==> src/rtl/bpt_pkg.sv <==
// shared types, constants and microcode program for the balance controller
package bpt_pkg;

    localparam int CFG_IDX_W  = 3;
    localparam int CFG_DATA_W = 16;

    localparam int MUL_A_W      = 18;
    localparam int MUL_B_W      = 29;
    localparam int PROD_W       = MUL_A_W + MUL_B_W;
    localparam int ERR_W        = 17;
    localparam int INTEG_W      = 29;
    localparam int INT_SUM_W    = 35;
    localparam int ACC_W        = 54;
    localparam int DEMAND_SHIFT = 23;
    localparam int TB_SHIFT     = 20;

    localparam int DT_Q16    = 655;
    localparam int INTEG_MAX = 167772160;

    localparam logic [ERR_W-1:0]          DEADBAND = ERR_W'(0);
    localparam logic signed [MUL_B_W-1:0] TB_RECIP = MUL_B_W'(671089);
    localparam logic signed [MUL_B_W-1:0] DT_OPND  = MUL_B_W'(DT_Q16);

    localparam logic [15:0] PROP_GAIN_DFLT     = 16'd384;
    localparam logic [14:0] FAULT_LIMIT_DFLT   = 15'd5760;
    localparam logic [14:0] CURRENT_LIMIT_DFLT = 15'd7680;

    typedef enum logic [CFG_IDX_W-1:0] {
        REG_PROP_GAIN,
        REG_INT_GAIN,
        REG_RATE_GAIN,
        REG_PITCH_FAULT_LIMIT,
        REG_ROLL_FAULT_LIMIT,
        REG_CURRENT_LIMIT,
        REG_TILTBACK_SPEED,
        REG_TILTBACK_ANGLE_LIMIT
    } reg_idx_t;

    typedef struct packed {
        logic [15:0] prop_gain;
        logic [15:0] int_gain;
        logic [15:0] rate_gain;
        logic [14:0] pitch_fault_limit;
        logic [14:0] roll_fault_limit;
        logic [14:0] current_limit;
        logic [14:0] tiltback_speed;
        logic [13:0] tiltback_angle_limit;
    } cfg_t;

    localparam cfg_t CFG_RESET = '{
        prop_gain:            16'd384,
        int_gain:             16'd0,
        rate_gain:            16'd0,
        pitch_fault_limit:    15'd5760,
        roll_fault_limit:     15'd5760,
        current_limit:        15'd7680,
        tiltback_speed:       15'd0,
        tiltback_angle_limit: 14'd0
    };

    typedef enum logic [3:0] {
        ST_WAIT,
        ST_CK_SENS,
        ST_CK_TILT,
        ST_CK_PAD,
        ST_MUL_TILT,
        ST_TARGET,
        ST_ERROR,
        ST_MUL_DT,
        ST_INTEG,
        ST_ACC_P,
        ST_ACC_I,
        ST_ACC_D,
        ST_FIN_RUN,
        ST_FIN_SENS,
        ST_FIN_TILT,
        ST_FIN_REL
    } step_t;

    typedef enum logic [2:0] {
        C_NONE,
        C_NO_BEAT,
        C_SENS,
        C_TILT,
        C_NOPAD,
        C_OUT_BUSY
    } cond_t;

    typedef enum logic [2:0] {
        M_NONE,
        M_TILT,
        M_DT,
        M_KP,
        M_KI,
        M_KD
    } mul_sel_t;

    typedef enum logic [1:0] {
        A_HOLD,
        A_LOAD16,
        A_ADD,
        A_ADD19
    } acc_op_t;

    typedef enum logic [2:0] {
        D_NONE,
        D_TARGET,
        D_ERR,
        D_INTEG,
        D_OUT
    } dst_t;

    typedef enum logic [1:0] {
        R_SENS,
        R_TILT,
        R_REL,
        R_RUN
    } res_t;

    typedef struct packed {
        logic     take;
        cond_t    cond;
        step_t    jmp;
        step_t    nxt;
        mul_sel_t mul;
        acc_op_t  acc;
        dst_t     dst;
        res_t     res;
    } ctrl_t;

    typedef struct packed {
        logic sens_fail;
        logic tilt_fault;
        logic no_pad;
        logic out_busy;
    } flags_t;

    function automatic ctrl_t ucode(input step_t s);
        ctrl_t cw;
        cw = '{take: 1'b0, cond: C_NONE, jmp: ST_WAIT, nxt: ST_WAIT, mul: M_NONE,
               acc: A_HOLD, dst: D_NONE, res: R_RUN};
        unique case (s)
            ST_WAIT:
            begin
                cw.take = 1'b1;
                cw.cond = C_NO_BEAT;
                cw.jmp  = ST_WAIT;
                cw.nxt  = ST_CK_SENS;
            end
            ST_CK_SENS:
            begin
                cw.cond = C_SENS;
                cw.jmp  = ST_FIN_SENS;
                cw.nxt  = ST_CK_TILT;
            end
            ST_CK_TILT:
            begin
                cw.cond = C_TILT;
                cw.jmp  = ST_FIN_TILT;
                cw.nxt  = ST_CK_PAD;
            end
            ST_CK_PAD:
            begin
                cw.cond = C_NOPAD;
                cw.jmp  = ST_FIN_REL;
                cw.nxt  = ST_MUL_TILT;
            end
            ST_MUL_TILT:
            begin
                cw.mul = M_TILT;
                cw.nxt = ST_TARGET;
            end
            ST_TARGET:
            begin
                cw.dst = D_TARGET;
                cw.nxt = ST_ERROR;
            end
            ST_ERROR:
            begin
                cw.dst = D_ERR;
                cw.nxt = ST_MUL_DT;
            end
            ST_MUL_DT:
            begin
                cw.mul = M_DT;
                cw.nxt = ST_INTEG;
            end
            ST_INTEG:
            begin
                cw.dst = D_INTEG;
                cw.mul = M_KP;
                cw.nxt = ST_ACC_P;
            end
            ST_ACC_P:
            begin
                cw.acc = A_LOAD16;
                cw.mul = M_KI;
                cw.nxt = ST_ACC_I;
            end
            ST_ACC_I:
            begin
                cw.acc = A_ADD;
                cw.mul = M_KD;
                cw.nxt = ST_ACC_D;
            end
            ST_ACC_D:
            begin
                cw.acc = A_ADD19;
                cw.nxt = ST_FIN_RUN;
            end
            ST_FIN_RUN:
            begin
                cw.cond = C_OUT_BUSY;
                cw.jmp  = ST_FIN_RUN;
                cw.nxt  = ST_WAIT;
                cw.dst  = D_OUT;
                cw.res  = R_RUN;
            end
            ST_FIN_SENS:
            begin
                cw.cond = C_OUT_BUSY;
                cw.jmp  = ST_FIN_SENS;
                cw.nxt  = ST_WAIT;
                cw.dst  = D_OUT;
                cw.res  = R_SENS;
            end
            ST_FIN_TILT:
            begin
                cw.cond = C_OUT_BUSY;
                cw.jmp  = ST_FIN_TILT;
                cw.nxt  = ST_WAIT;
                cw.dst  = D_OUT;
                cw.res  = R_TILT;
            end
            ST_FIN_REL:
            begin
                cw.cond = C_OUT_BUSY;
                cw.jmp  = ST_FIN_REL;
                cw.nxt  = ST_WAIT;
                cw.dst  = D_OUT;
                cw.res  = R_REL;
            end
        endcase
        return cw;
    endfunction

endpackage

==> src/rtl/bpt_seq.sv <==
// microcode sequencer: step counter, program lookup and conditional jumps
module bpt_seq (
    input  logic             clk,
    input  logic             rst_n,
    input  logic             in_valid,
    input  bpt_pkg::flags_t  flags,
    output bpt_pkg::ctrl_t   ctrl
);
    import bpt_pkg::*;

    step_t step_reg;
    step_t step_next;
    logic  hit;

    assign ctrl = ucode(step_reg);

    always_comb
    begin
        unique case (ctrl.cond)
            C_NONE:     hit = 1'b0;
            C_NO_BEAT:  hit = !in_valid;
            C_SENS:     hit = flags.sens_fail;
            C_TILT:     hit = flags.tilt_fault;
            C_NOPAD:    hit = flags.no_pad;
            C_OUT_BUSY: hit = flags.out_busy;
            default:    hit = 1'b0;
        endcase
        step_next = hit ? ctrl.jmp : ctrl.nxt;
    end

    always_ff @(posedge clk or negedge rst_n)
    begin
        if (!rst_n)
        begin
            step_reg <= ST_WAIT;
        end
        else
        begin
            step_reg <= step_next;
        end
    end

endmodule

==> src/rtl/bpt_dp.sv <==
// datapath: input capture, shared multiplier, accumulator, controller state, result register
module bpt_dp (
    input  logic               clk,
    input  logic               rst_n,
    input  bpt_pkg::ctrl_t     ctrl,
    input  bpt_pkg::cfg_t      cfg,
    output bpt_pkg::flags_t    flags,
    input  logic               in_valid,
    input  logic signed [15:0] pitch_angle,
    input  logic signed [15:0] roll_angle,
    input  logic signed [15:0] pitch_rate,
    input  logic               pad_left,
    input  logic               pad_right,
    input  logic signed [15:0] wheel_rpm,
    input  logic               sensor_ok,
    output logic               out_valid,
    input  logic               out_stall,
    output logic signed [15:0] current_demand,
    output logic               engaged,
    output logic               fault,
    output logic               status,
    output logic signed [14:0] tilt_target
);
    import bpt_pkg::*;

    localparam int DSH_W = ACC_W - DEMAND_SHIFT;
    localparam logic signed [INT_SUM_W-1:0] ISUM_MAX = INT_SUM_W'(INTEG_MAX);
    localparam logic signed [INT_SUM_W-1:0] ISUM_MIN = -ISUM_MAX;

    function automatic logic [16:0] mag17(input logic signed [15:0] v);
        logic signed [16:0] w;
        w = 17'(v);
        return v[15] ? 17'(-w) : 17'(w);
    endfunction

    logic signed [15:0] pitch_reg, roll_reg, rate_reg, rpm_reg;
    logic               pads_reg, ok_reg;
    logic               in_beat;

    logic [15:0] kp_eff;
    logic [14:0] pflim, rflim, ilim;
    logic [16:0] apitch, aroll, arpm, tb_diff;
    logic        tb_on;

    logic signed [MUL_A_W-1:0] mul_a;
    logic signed [MUL_B_W-1:0] mul_b;
    logic signed [PROD_W-1:0]  prod_reg;

    logic [15:0]        mag_raw;
    logic [13:0]        mag;
    logic [14:0]        mag15;
    logic signed [14:0] target_calc, target_reg;

    logic signed [ERR_W-1:0] err_calc, err_db, err_reg;
    logic [ERR_W-1:0]        err_mag;

    logic signed [INT_SUM_W-1:0] isum;
    logic signed [INTEG_W-1:0]   integ_calc, integ_reg, integ_next;

    logic signed [ACC_W-1:0] prod_ext, acc_reg, acc_next;
    logic signed [DSH_W-1:0] dsh, dlim;
    logic signed [15:0]      demand_calc;

    logic               out_wr;
    logic               out_valid_reg, out_valid_next;
    logic               fault_reg, fault_next;
    logic               pad_eng_reg, pad_eng_next;
    logic signed [15:0] demand_reg, demand_next;
    logic               status_reg, status_next;
    logic signed [14:0] target_out_reg, target_out_next;

    assign in_beat = ctrl.take && in_valid;

    always_ff @(posedge clk)
    begin
        if (in_beat)
        begin
            pitch_reg <= pitch_angle;
            roll_reg  <= roll_angle;
            rate_reg  <= pitch_rate;
            rpm_reg   <= wheel_rpm;
            pads_reg  <= pad_left | pad_right;
            ok_reg    <= sensor_ok;
        end
    end

    // zero proportional-gain, fault-limit and current-limit registers fall back to their defaults
    assign kp_eff = (cfg.prop_gain == '0) ? PROP_GAIN_DFLT : cfg.prop_gain;
    assign pflim  = (cfg.pitch_fault_limit == '0) ? FAULT_LIMIT_DFLT : cfg.pitch_fault_limit;
    assign rflim  = (cfg.roll_fault_limit == '0) ? FAULT_LIMIT_DFLT : cfg.roll_fault_limit;
    assign ilim   = (cfg.current_limit == '0) ? CURRENT_LIMIT_DFLT : cfg.current_limit;

    assign apitch  = mag17(pitch_reg);
    assign aroll   = mag17(roll_reg);
    assign arpm    = mag17(rpm_reg);
    assign tb_on   = (cfg.tiltback_speed != '0) && (arpm > {2'b00, cfg.tiltback_speed});
    assign tb_diff = arpm - {2'b00, cfg.tiltback_speed};

    assign flags.sens_fail  = !ok_reg;
    assign flags.tilt_fault = (apitch > {2'b00, pflim}) || (aroll > {2'b00, rflim});
    assign flags.no_pad     = !pads_reg;
    assign flags.out_busy   = out_valid_reg && out_stall;

    always_comb
    begin
        unique case (ctrl.mul)
            M_TILT:
            begin
                mul_a = $signed({1'b0, tb_diff});
                mul_b = TB_RECIP;
            end
            M_DT:
            begin
                mul_a = MUL_A_W'(err_reg);
                mul_b = DT_OPND;
            end
            M_KP:
            begin
                mul_a = MUL_A_W'(err_reg);
                mul_b = MUL_B_W'(kp_eff);
            end
            M_KI:
            begin
                mul_a = MUL_A_W'(cfg.int_gain);
                mul_b = MUL_B_W'(integ_reg);
            end
            M_KD:
            begin
                mul_a = MUL_A_W'(rate_reg);
                mul_b = MUL_B_W'(cfg.rate_gain);
            end
            default:
            begin
                mul_a = '0;
                mul_b = '0;
            end
        endcase
    end

    always_ff @(posedge clk)
    begin
        if (ctrl.mul != M_NONE)
        begin
            prod_reg <= mul_a * mul_b;
        end
    end

    // tiltback: 0.64 per excess rpm by reciprocal multiply
    assign mag_raw     = prod_reg[TB_SHIFT+15:TB_SHIFT];
    assign mag         = (mag_raw > {2'b00, cfg.tiltback_angle_limit})
                         ? cfg.tiltback_angle_limit : mag_raw[13:0];
    assign mag15       = {1'b0, mag};
    assign target_calc = !tb_on ? '0 : (rpm_reg[15] ? 15'(15'd0 - mag15) : mag15);

    assign err_calc = ERR_W'(pitch_reg) - ERR_W'(target_reg);
    assign err_mag  = err_calc[ERR_W-1] ? ERR_W'(-err_calc) : ERR_W'(err_calc);
    assign err_db   = (err_mag < DEADBAND) ? '0 : err_calc;

    always_ff @(posedge clk)
    begin
        if (ctrl.dst == D_TARGET)
        begin
            target_reg <= target_calc;
        end
        if (ctrl.dst == D_ERR)
        begin
            err_reg <= err_db;
        end
    end

    // anti-windup clamp
    assign isum = INT_SUM_W'(integ_reg) + INT_SUM_W'(prod_reg);

    always_comb
    begin
        if (isum > ISUM_MAX)
        begin
            integ_calc = INTEG_W'(ISUM_MAX);
        end
        else if (isum < ISUM_MIN)
        begin
            integ_calc = INTEG_W'(ISUM_MIN);
        end
        else
        begin
            integ_calc = INTEG_W'(isum);
        end
    end

    assign prod_ext = ACC_W'(prod_reg);

    always_comb
    begin
        unique case (ctrl.acc)
            A_HOLD:   acc_next = acc_reg;
            A_LOAD16: acc_next = prod_ext <<< 16;
            A_ADD:    acc_next = acc_reg + prod_ext;
            A_ADD19:  acc_next = acc_reg + (prod_ext <<< 19);
            default:  acc_next = acc_reg;
        endcase
    end

    always_ff @(posedge clk)
    begin
        acc_reg <= acc_next;
    end

    // floor to 1/256 A, then current clamp
    assign dsh  = $signed(acc_reg[ACC_W-1:DEMAND_SHIFT]);
    assign dlim = DSH_W'(ilim);

    always_comb
    begin
        if (dsh > dlim)
        begin
            demand_calc = 16'(dlim);
        end
        else if (dsh < -dlim)
        begin
            demand_calc = 16'(-dlim);
        end
        else
        begin
            demand_calc = 16'(dsh);
        end
    end

    assign out_wr = (ctrl.dst == D_OUT) && !flags.out_busy;

    always_comb
    begin
        fault_next      = fault_reg;
        pad_eng_next    = pad_eng_reg;
        integ_next      = integ_reg;
        demand_next     = demand_reg;
        status_next     = status_reg;
        target_out_next = target_out_reg;
        if (ctrl.dst == D_INTEG)
        begin
            integ_next = integ_calc;
        end
        if (out_wr)
        begin
            demand_next     = '0;
            status_next     = 1'b0;
            target_out_next = '0;
            unique case (ctrl.res)
                R_SENS:
                begin
                    fault_next  = 1'b1;
                    status_next = 1'b1;
                end
                R_TILT:
                begin
                    fault_next   = 1'b1;
                    pad_eng_next = pads_reg;
                    integ_next   = '0;
                end
                R_REL:
                begin
                    fault_next   = 1'b0;
                    pad_eng_next = 1'b0;
                    integ_next   = '0;
                end
                R_RUN:
                begin
                    fault_next      = 1'b0;
                    pad_eng_next    = 1'b1;
                    demand_next     = demand_calc;
                    target_out_next = target_reg;
                end
                default:
                begin
                    fault_next = fault_reg;
                end
            endcase
        end
        out_valid_next = out_wr ? 1'b1 : (out_stall ? out_valid_reg : 1'b0);
    end

    always_ff @(posedge clk or negedge rst_n)
    begin
        if (!rst_n)
        begin
            out_valid_reg <= 1'b0;
            fault_reg     <= 1'b0;
            pad_eng_reg   <= 1'b0;
            integ_reg     <= '0;
        end
        else
        begin
            out_valid_reg <= out_valid_next;
            fault_reg     <= fault_next;
            pad_eng_reg   <= pad_eng_next;
            integ_reg     <= integ_next;
        end
    end

    always_ff @(posedge clk)
    begin
        demand_reg     <= demand_next;
        status_reg     <= status_next;
        target_out_reg <= target_out_next;
    end

    assign out_valid      = out_valid_reg;
    assign current_demand = demand_reg;
    assign engaged        = pad_eng_reg && !fault_reg;
    assign fault          = fault_reg;
    assign status         = status_reg;
    assign tilt_target    = target_out_reg;

endmodule

==> src/rtl/balance_pid_with_tiltback_top.sv <==
// top level of the balance controller: configuration registers, sequencer and datapath
//
// Balance PID with speed tiltback for a self-balancing board. One attitude sample per beat
// gives one current demand beat. A short microcode program steps a datapath built around a
// single shared 18x29 multiplier, one control word per clock. A normal sample steps from
// accept to the next accept through three check steps, the tiltback multiply,
// target and error steps, then the integral, proportional, integral-gain and rate-gain
// products passing through the one multiplier and accumulator, and a result step. A
// sensor failure, a tilt fault or a footpad release skips to its own result step. The result
// step waits while the previous result is still held by out_stall; a new sample is taken
// as soon as the result register is loaded. Configuration writes take effect at once and
// are to be made only while no sample is in flight; the block does not enforce it.
module balance_pid_with_tiltback_top (
    input  logic                             clk,
    input  logic                             rst_n,
    input  logic                             cfg_wr_en,
    input  logic [bpt_pkg::CFG_IDX_W-1:0]    cfg_index,
    input  logic [bpt_pkg::CFG_DATA_W-1:0]   cfg_data,
    input  logic                             in_valid,
    output logic                             in_stall,
    input  logic signed [15:0]               pitch_angle,
    input  logic signed [15:0]               roll_angle,
    input  logic signed [15:0]               pitch_rate,
    input  logic                             pad_left,
    input  logic                             pad_right,
    input  logic signed [15:0]               wheel_rpm,
    input  logic                             sensor_ok,
    output logic                             out_valid,
    input  logic                             out_stall,
    output logic signed [15:0]               current_demand,
    output logic                             engaged,
    output logic                             fault,
    output logic                             status,
    output logic signed [14:0]               tilt_target
);
    import bpt_pkg::*;

    cfg_t   cfg_reg, cfg_next;
    ctrl_t  ctrl;
    flags_t flags;

    always_comb
    begin
        cfg_next = cfg_reg;
        if (cfg_wr_en)
        begin
            unique case (cfg_index)
                REG_PROP_GAIN:            cfg_next.prop_gain            = cfg_data;
                REG_INT_GAIN:             cfg_next.int_gain             = cfg_data;
                REG_RATE_GAIN:            cfg_next.rate_gain            = cfg_data;
                REG_PITCH_FAULT_LIMIT:    cfg_next.pitch_fault_limit    = cfg_data[14:0];
                REG_ROLL_FAULT_LIMIT:     cfg_next.roll_fault_limit     = cfg_data[14:0];
                REG_CURRENT_LIMIT:        cfg_next.current_limit        = cfg_data[14:0];
                REG_TILTBACK_SPEED:       cfg_next.tiltback_speed       = cfg_data[14:0];
                REG_TILTBACK_ANGLE_LIMIT: cfg_next.tiltback_angle_limit = cfg_data[13:0];
                default:                  cfg_next = cfg_reg;
            endcase
        end
    end

    always_ff @(posedge clk or negedge rst_n)
    begin
        if (!rst_n)
        begin
            cfg_reg <= CFG_RESET;
        end
        else
        begin
            cfg_reg <= cfg_next;
        end
    end

    assign in_stall = !ctrl.take;

    bpt_seq u_seq (
        .clk      (clk),
        .rst_n    (rst_n),
        .in_valid (in_valid),
        .flags    (flags),
        .ctrl     (ctrl)
    );

    bpt_dp u_dp (
        .clk            (clk),
        .rst_n          (rst_n),
        .ctrl           (ctrl),
        .cfg            (cfg_reg),
        .flags          (flags),
        .in_valid       (in_valid),
        .pitch_angle    (pitch_angle),
        .roll_angle     (roll_angle),
        .pitch_rate     (pitch_rate),
        .pad_left       (pad_left),
        .pad_right      (pad_right),
        .wheel_rpm      (wheel_rpm),
        .sensor_ok      (sensor_ok),
        .out_valid      (out_valid),
        .out_stall      (out_stall),
        .current_demand (current_demand),
        .engaged        (engaged),
        .fault          (fault),
        .status         (status),
        .tilt_target    (tilt_target)
    );

`ifndef NO_ASSERTIONS
    a_engaged_no_fault: assert property (@(posedge clk) disable iff (!rst_n)
        out_valid && engaged |-> !fault)
        else $error("engaged while faulted");

    a_demand_needs_engaged: assert property (@(posedge clk) disable iff (!rst_n)
        out_valid && (current_demand != 16'sd0) |-> engaged)
        else $error("nonzero demand while disengaged");

    a_status_sets_fault: assert property (@(posedge clk) disable iff (!rst_n)
        out_valid && status |-> fault)
        else $error("sensor error without fault");

    a_busy_after_beat: assert property (@(posedge clk) disable iff (!rst_n)
        in_valid && !in_stall |=> in_stall)
        else $error("sequencer took a second beat without running its program");
`endif

endmodule
==> config.mk <==
export PLATFORM = sky130hd
export DESIGN_NAME = balance_pid_with_tiltback_top
export DESIGN_NICKNAME = d
export VERILOG_FILES = /design/src/rtl/bpt_pkg.sv /design/src/rtl/bpt_seq.sv /design/src/rtl/bpt_dp.sv /design/src/rtl/balance_pid_with_tiltback_top.sv
export SDC_FILE = /design/constraint.sdc
export NUM_CORES = 2
export LEC_CHECK = 0
export BUFFER_PORTS_ARGS = -buffer_cell sky130_fd_sc_hd__clkbuf_2
export CAP_MARGIN = 40
export CORE_MARGIN = 8
export CORE_UTILIZATION = 43
export DETAILED_ROUTE_END_ITERATION = 10
export SLEW_MARGIN = 10
export SYNTH_ARGS = -nofsm -noshare
export SYNTH_HDL_FRONTEND = slang
export SYNTH_HIERARCHICAL = 1
export SYNTH_SLANG_ARGS = --single-unit
==> constraint.sdc <==
create_clock -name clk -period 10.3 [get_ports clk]
set_input_delay 2.575 -clock clk [delete_from_list [all_inputs] [get_ports clk]]
set_output_delay 2.575 -clock clk [all_outputs]
set_load 0.01 [all_outputs]
# Word-level counts from Yosys, hierarchy flattened
# Cells that the tools add are included.
# op_classes
magnitude_cmp	9
reduce_logical	39
bitwise_logic	2
mux	34
n_mul	1
n_eq_ne	43
addsub	11
# ops
cell	n
54-bit one-hot mux with 3 select lines	1
29-bit two-way mux	5
29-bit one-hot mux with 5 select lines	1
18-bit one-hot mux with 4 select lines	1
17-bit two-way mux	4
15-bit two-way mux	4
7-bit one-hot mux with 8 select lines	1
54-bit by 47-bit adder with 54-bit output	1
54-bit adder	1
4-bit one-hot mux with 13 select lines	1
17-bit by 15-bit > comparator with 1-bit output	3
16-bit negator with 17-bit output	3
18-bit by 29-bit multiplier with 47-bit output	1
15-bit logical NOT	3
29-bit by 35-bit adder with 35-bit output	1
35-bit by 29-bit > comparator with 1-bit output, second input constant	1
35-bit by 29-bit less-than comparator with 1-bit output, second input constant	1
4-bit == test, second input constant	8
16-bit two-way mux	2
31-bit by 16-bit > comparator with 1-bit output	1
31-bit less-than comparator	1
15-bit negator with 31-bit output	1
14-bit two-way mux	2
3-bit == test, second input constant	9
36 further kinds	82
# totals
reg_bits	389
out_inout_bits	36

# Depth between registers and ports, before layout
# depth
ltp_word	7
mapped_depth	43

# Hierarchy
# Netlist, hierarchy kept.
# modules_own_cells
module	seq_area_each_um2	area_per_inst_um2	cells_per_inst	n_inst
bpt_dp	7737.4	40639.0	4595	1
balance_pid_with_tiltback_top	3070.4	4718.3	268	1
bpt_seq	100.1	521.8	68	1

# Worst setup path before layout
# No wires, ideal clock.
# synth_timing
kind	reg2reg
start	reg u_dp.rpm_reg[15]
end	reg u_dp.prod_reg[46] (data pin)
n_path_buf	4
stages_incl_launch_ff	40
slack_ns	0.986
t_required_ns	10.040
synth_period_minus_slack_ns	9.314
arrival_ns	9.054
path_cell_list	edfxtp_1 > clkbuf_1 > clkbuf_1 > nand2_1 > o21ai_0 > inv_1 > fa_1 > nor2b_1 > o21ai_1 > a21boi_0 > o21ai_0 > a21oi_1 > o21a_1 > o31a_1 > o211a_1 > o21ai_0 > a21oi_1 > clkbuf_1 > [4 not listed] > fa_1 > fa_1 > fa_1 > inv_1 > fa_1 > inv_1 > ha_1 > nand3_1 > nor3_1 > a211o_1 > a21oi_1 > o221ai_1 > a41oi_1 > a21boi_0 > a21bo_2 > a211o_1 > a21oi_1 > xnor2_1
# synth_between
elab_chain_len	5
# synth_rtl
item	line_no	rtl
start, declared	bpt_dp.sv:36	logic signed [15:0] pitch_reg, roll_reg, rate_reg, rpm_reg;
start signal, assigned	bpt_dp.sv:81	rpm_reg <= wheel_rpm;
16-bit negator with 17-bit output	bpt_dp.sv:33	return v[15] ? 17'(-w) : 17'(w);
17-bit two-way mux (*)	bpt_dp.sv:33	
17-bit by 15-bit subtractor with 17-bit output (*)	bpt_dp.sv:97	assign tb_diff = arpm - {2'b00, cfg.tiltback_speed};
18-bit one-hot mux with 4 select lines (*)	bpt_dp.sv:106	unique case (ctrl.mul)
18-bit by 29-bit multiplier with 47-bit output (*)	bpt_dp.sv:144	prod_reg <= mul_a * mul_b;
end signal, assigned	bpt_dp.sv:144	
end, declared	bpt_dp.sv:47	logic signed [PROD_W-1:0] prod_reg;
# Mark *: on every way between the ends. The rest lies on a longest branch, timed or not.
# A chain may end at the register's enable or synchronous reset.

# Worst setup path after layout
# layout_timing
start	reg u_dp.rpm_reg[0]
end	reg u_dp.prod_reg[46] (data pin)
# Same word-level chain as after synthesis.

==> impl_results.md <==
- Status: complete, no violations
- Cell Pwr Density: roughly 300 nW/µm²
- Max-slew violation count: 0
- Max VDD drop: 0.000224 V
- Drt first pass iters: 6
- Area growth from synthesis to layout: 9.25%
- Part of the cycle the worst path needs: 94.2%
- Slew @ Worst Pin: roughly 1.1 ns
- Grt total ovfl: 0
- Met3 Routed Length: 10400 µm
- # H-tree levels: 2
- Chip Height: 342 µm
- Gr usage total: 23.7%
- Initial DRC count: 2957
- Max-capacitance violation count: 0
- DRC: 0
- HPWL after DPL: 113000 µm
- Setup tns final: 0 ns
- Clock latency on the worst-skew pair: 0.62 ns
- Top Ports: roughly 130
- Largest register FFs: 122
- WL met2: about 63000 µm
- F_max: 103 MHz
- Clk buf depth: 3
- Largest net degree at the start of global routing: 61
- Dpl ws: 0.185 ns
- Vias: 36225
- Multi-input gate area: 31400 µm²
- Startpoint Class: flop
- Vias in the first global route: 36391
- Syn. warnings: 6
- Leak Pwr: 23.2 nW
- # rows: 119
- Initial antenna violation count: 2
- RSZ-0062 raised after global routing: no
- IO Port Bufs: 126
- Worst setup margin: approximately 0.59 ns
- Initial Util: around 43%
- Die width: 342 µm
- Routed Antenna Nets: 0
- Core Footprint: 106000 µm²
- CTS clk-pin slew, worst paths: 0.06 ns
- Nature of the critical path endpoint: flop
- Routed WL: between 100000 and 150000 µm
- Worst reg-to-reg setup slack: ~0.59 ns
- Worst hold-check path type: flop to flop
- CP required: 10.61 ns
- Top routing layer used: met4
- TritonCTS clock tree: built
- Total power: 15.0 mW
- Fill cells: 9950
- Post-layout minimum cycle time: 9.71 ns
- Post-route core utilization: between 40% and 50%
- Worst Path Max Fanout: 6
- Clock sink count: a little under 400
- Syn_nets: 5895
- Slowest stage delay, CP: 0.52 ns
- CP most frequent cell: fa_1
- Layout cells sized above 1: 10.6%
- Rel. slew slack: 27.0%
- Mapped cell area: 45800 µm²
- Nets@finish: 5980
- Average routed wire per standard cell: between 20 and 25 µm
- Root buffer cell: clkbuf_16
- Final Hold Viols: 0
- Global-route wire length before repair: 217000 µm
- CP Class: flop to flop
- Slowest CP cell: fa_1
- Critical path arrival: 10.02 ns
- DIE AREA: 117000 µm²
- Met1 WL: 61900 µm
- Register Area: 10900 µm²
- RePlAce Congestion: 0.924
- Syn_area_per_cell: 9.31 µm²
- Clock Skew: around 0.040 ns
- Final setup vio count: 0
- Avg Vias per Cell: 5.63
- Mapped Cells: approximately 5000
- CTS buffer count: 46
[critical path, delay by kind of cell (launching register included)]
family / cells / cell delay [ns]
flops: 1 / 0.37
xor+xnor: 2 / 0.22
compound gates: 19 / 4.19
buf+inv: 1 / 0.08
fa+ha+maj: 9 / 3.94
simple gates: 3 / 0.61
[final timing paths]
check,start,endpoint,depth (start not counted)
max,u_dp/rpm_reg[0],u_dp/prod_reg[46],34
min,u_dp/pad_eng_reg,u_dp/pad_eng_reg,1
max reg2reg,u_dp/rpm_reg[0],u_dp/prod_reg[46],34
min reg2reg,u_dp/pad_eng_reg,u_dp/pad_eng_reg,1
max in group asynchronous,rst_n,cfg_reg[108],2
min in group asynchronous,rst_n,cfg_reg[24],1
[layout make-up]
type	count	share of cell area, %
antenna	1	0.00500
inverter	749	5.61
clock inverter	32	0.762
clock buffer	54	2.50
sequential	389	21.8
tap	1391	3.48
timing repair buffer	235	3.11
multi-input combinational	3587	62.7
[metal layers]
layer  global-route usage [%]  vias to the layer above
met3                     4.06                      221
met5                        0                        -
met2                     37.3                     1208
met1                     33.0                    18045
li1                         -                    16751
met4                     7.90                        0
[layout by cell type (no fill, tap or decap), drive strengths merged, types with 89 or more instances in the layout]
cell type and n:
a21o 103, a21oi 218, buf 110, clkbuf 179
dfrtp 144, edfxtp 231, fa 510, ha 371
inv 754, mux2 131, nand2 547, nor2 353
nor3 89, o21ai 195, xnor2 165
[where the power goes]
part	switching [mW]	internal [mW]
clock network	0.717	1.06
logic	6.18	3.77
registers	0.821	2.44
total	7.72	7.26
[metrics by stage]
step / std cells / hold WS [ns] / instance area, µm²
2_1_floorplan: 4923 / 0.473 / 45800
3_3_place_gp: 6337 / 0.488 / 48200
3_5_place_dp: 6347 / 0.497 / 48400
4_1_cts: 6433 / 0.510 / 50000
5_1_grt: 6437 / 0.523 / 50100
6_report: 6438 / 0.508 / 50100
[repair_timing]
item	4_1_cts	5_1_grt
endpoints found under the setup margin	0	8
resized for setup	0	8
hold buffers	0	0
buffers inserted	0	3
Power figures use the tool's default switching activity.
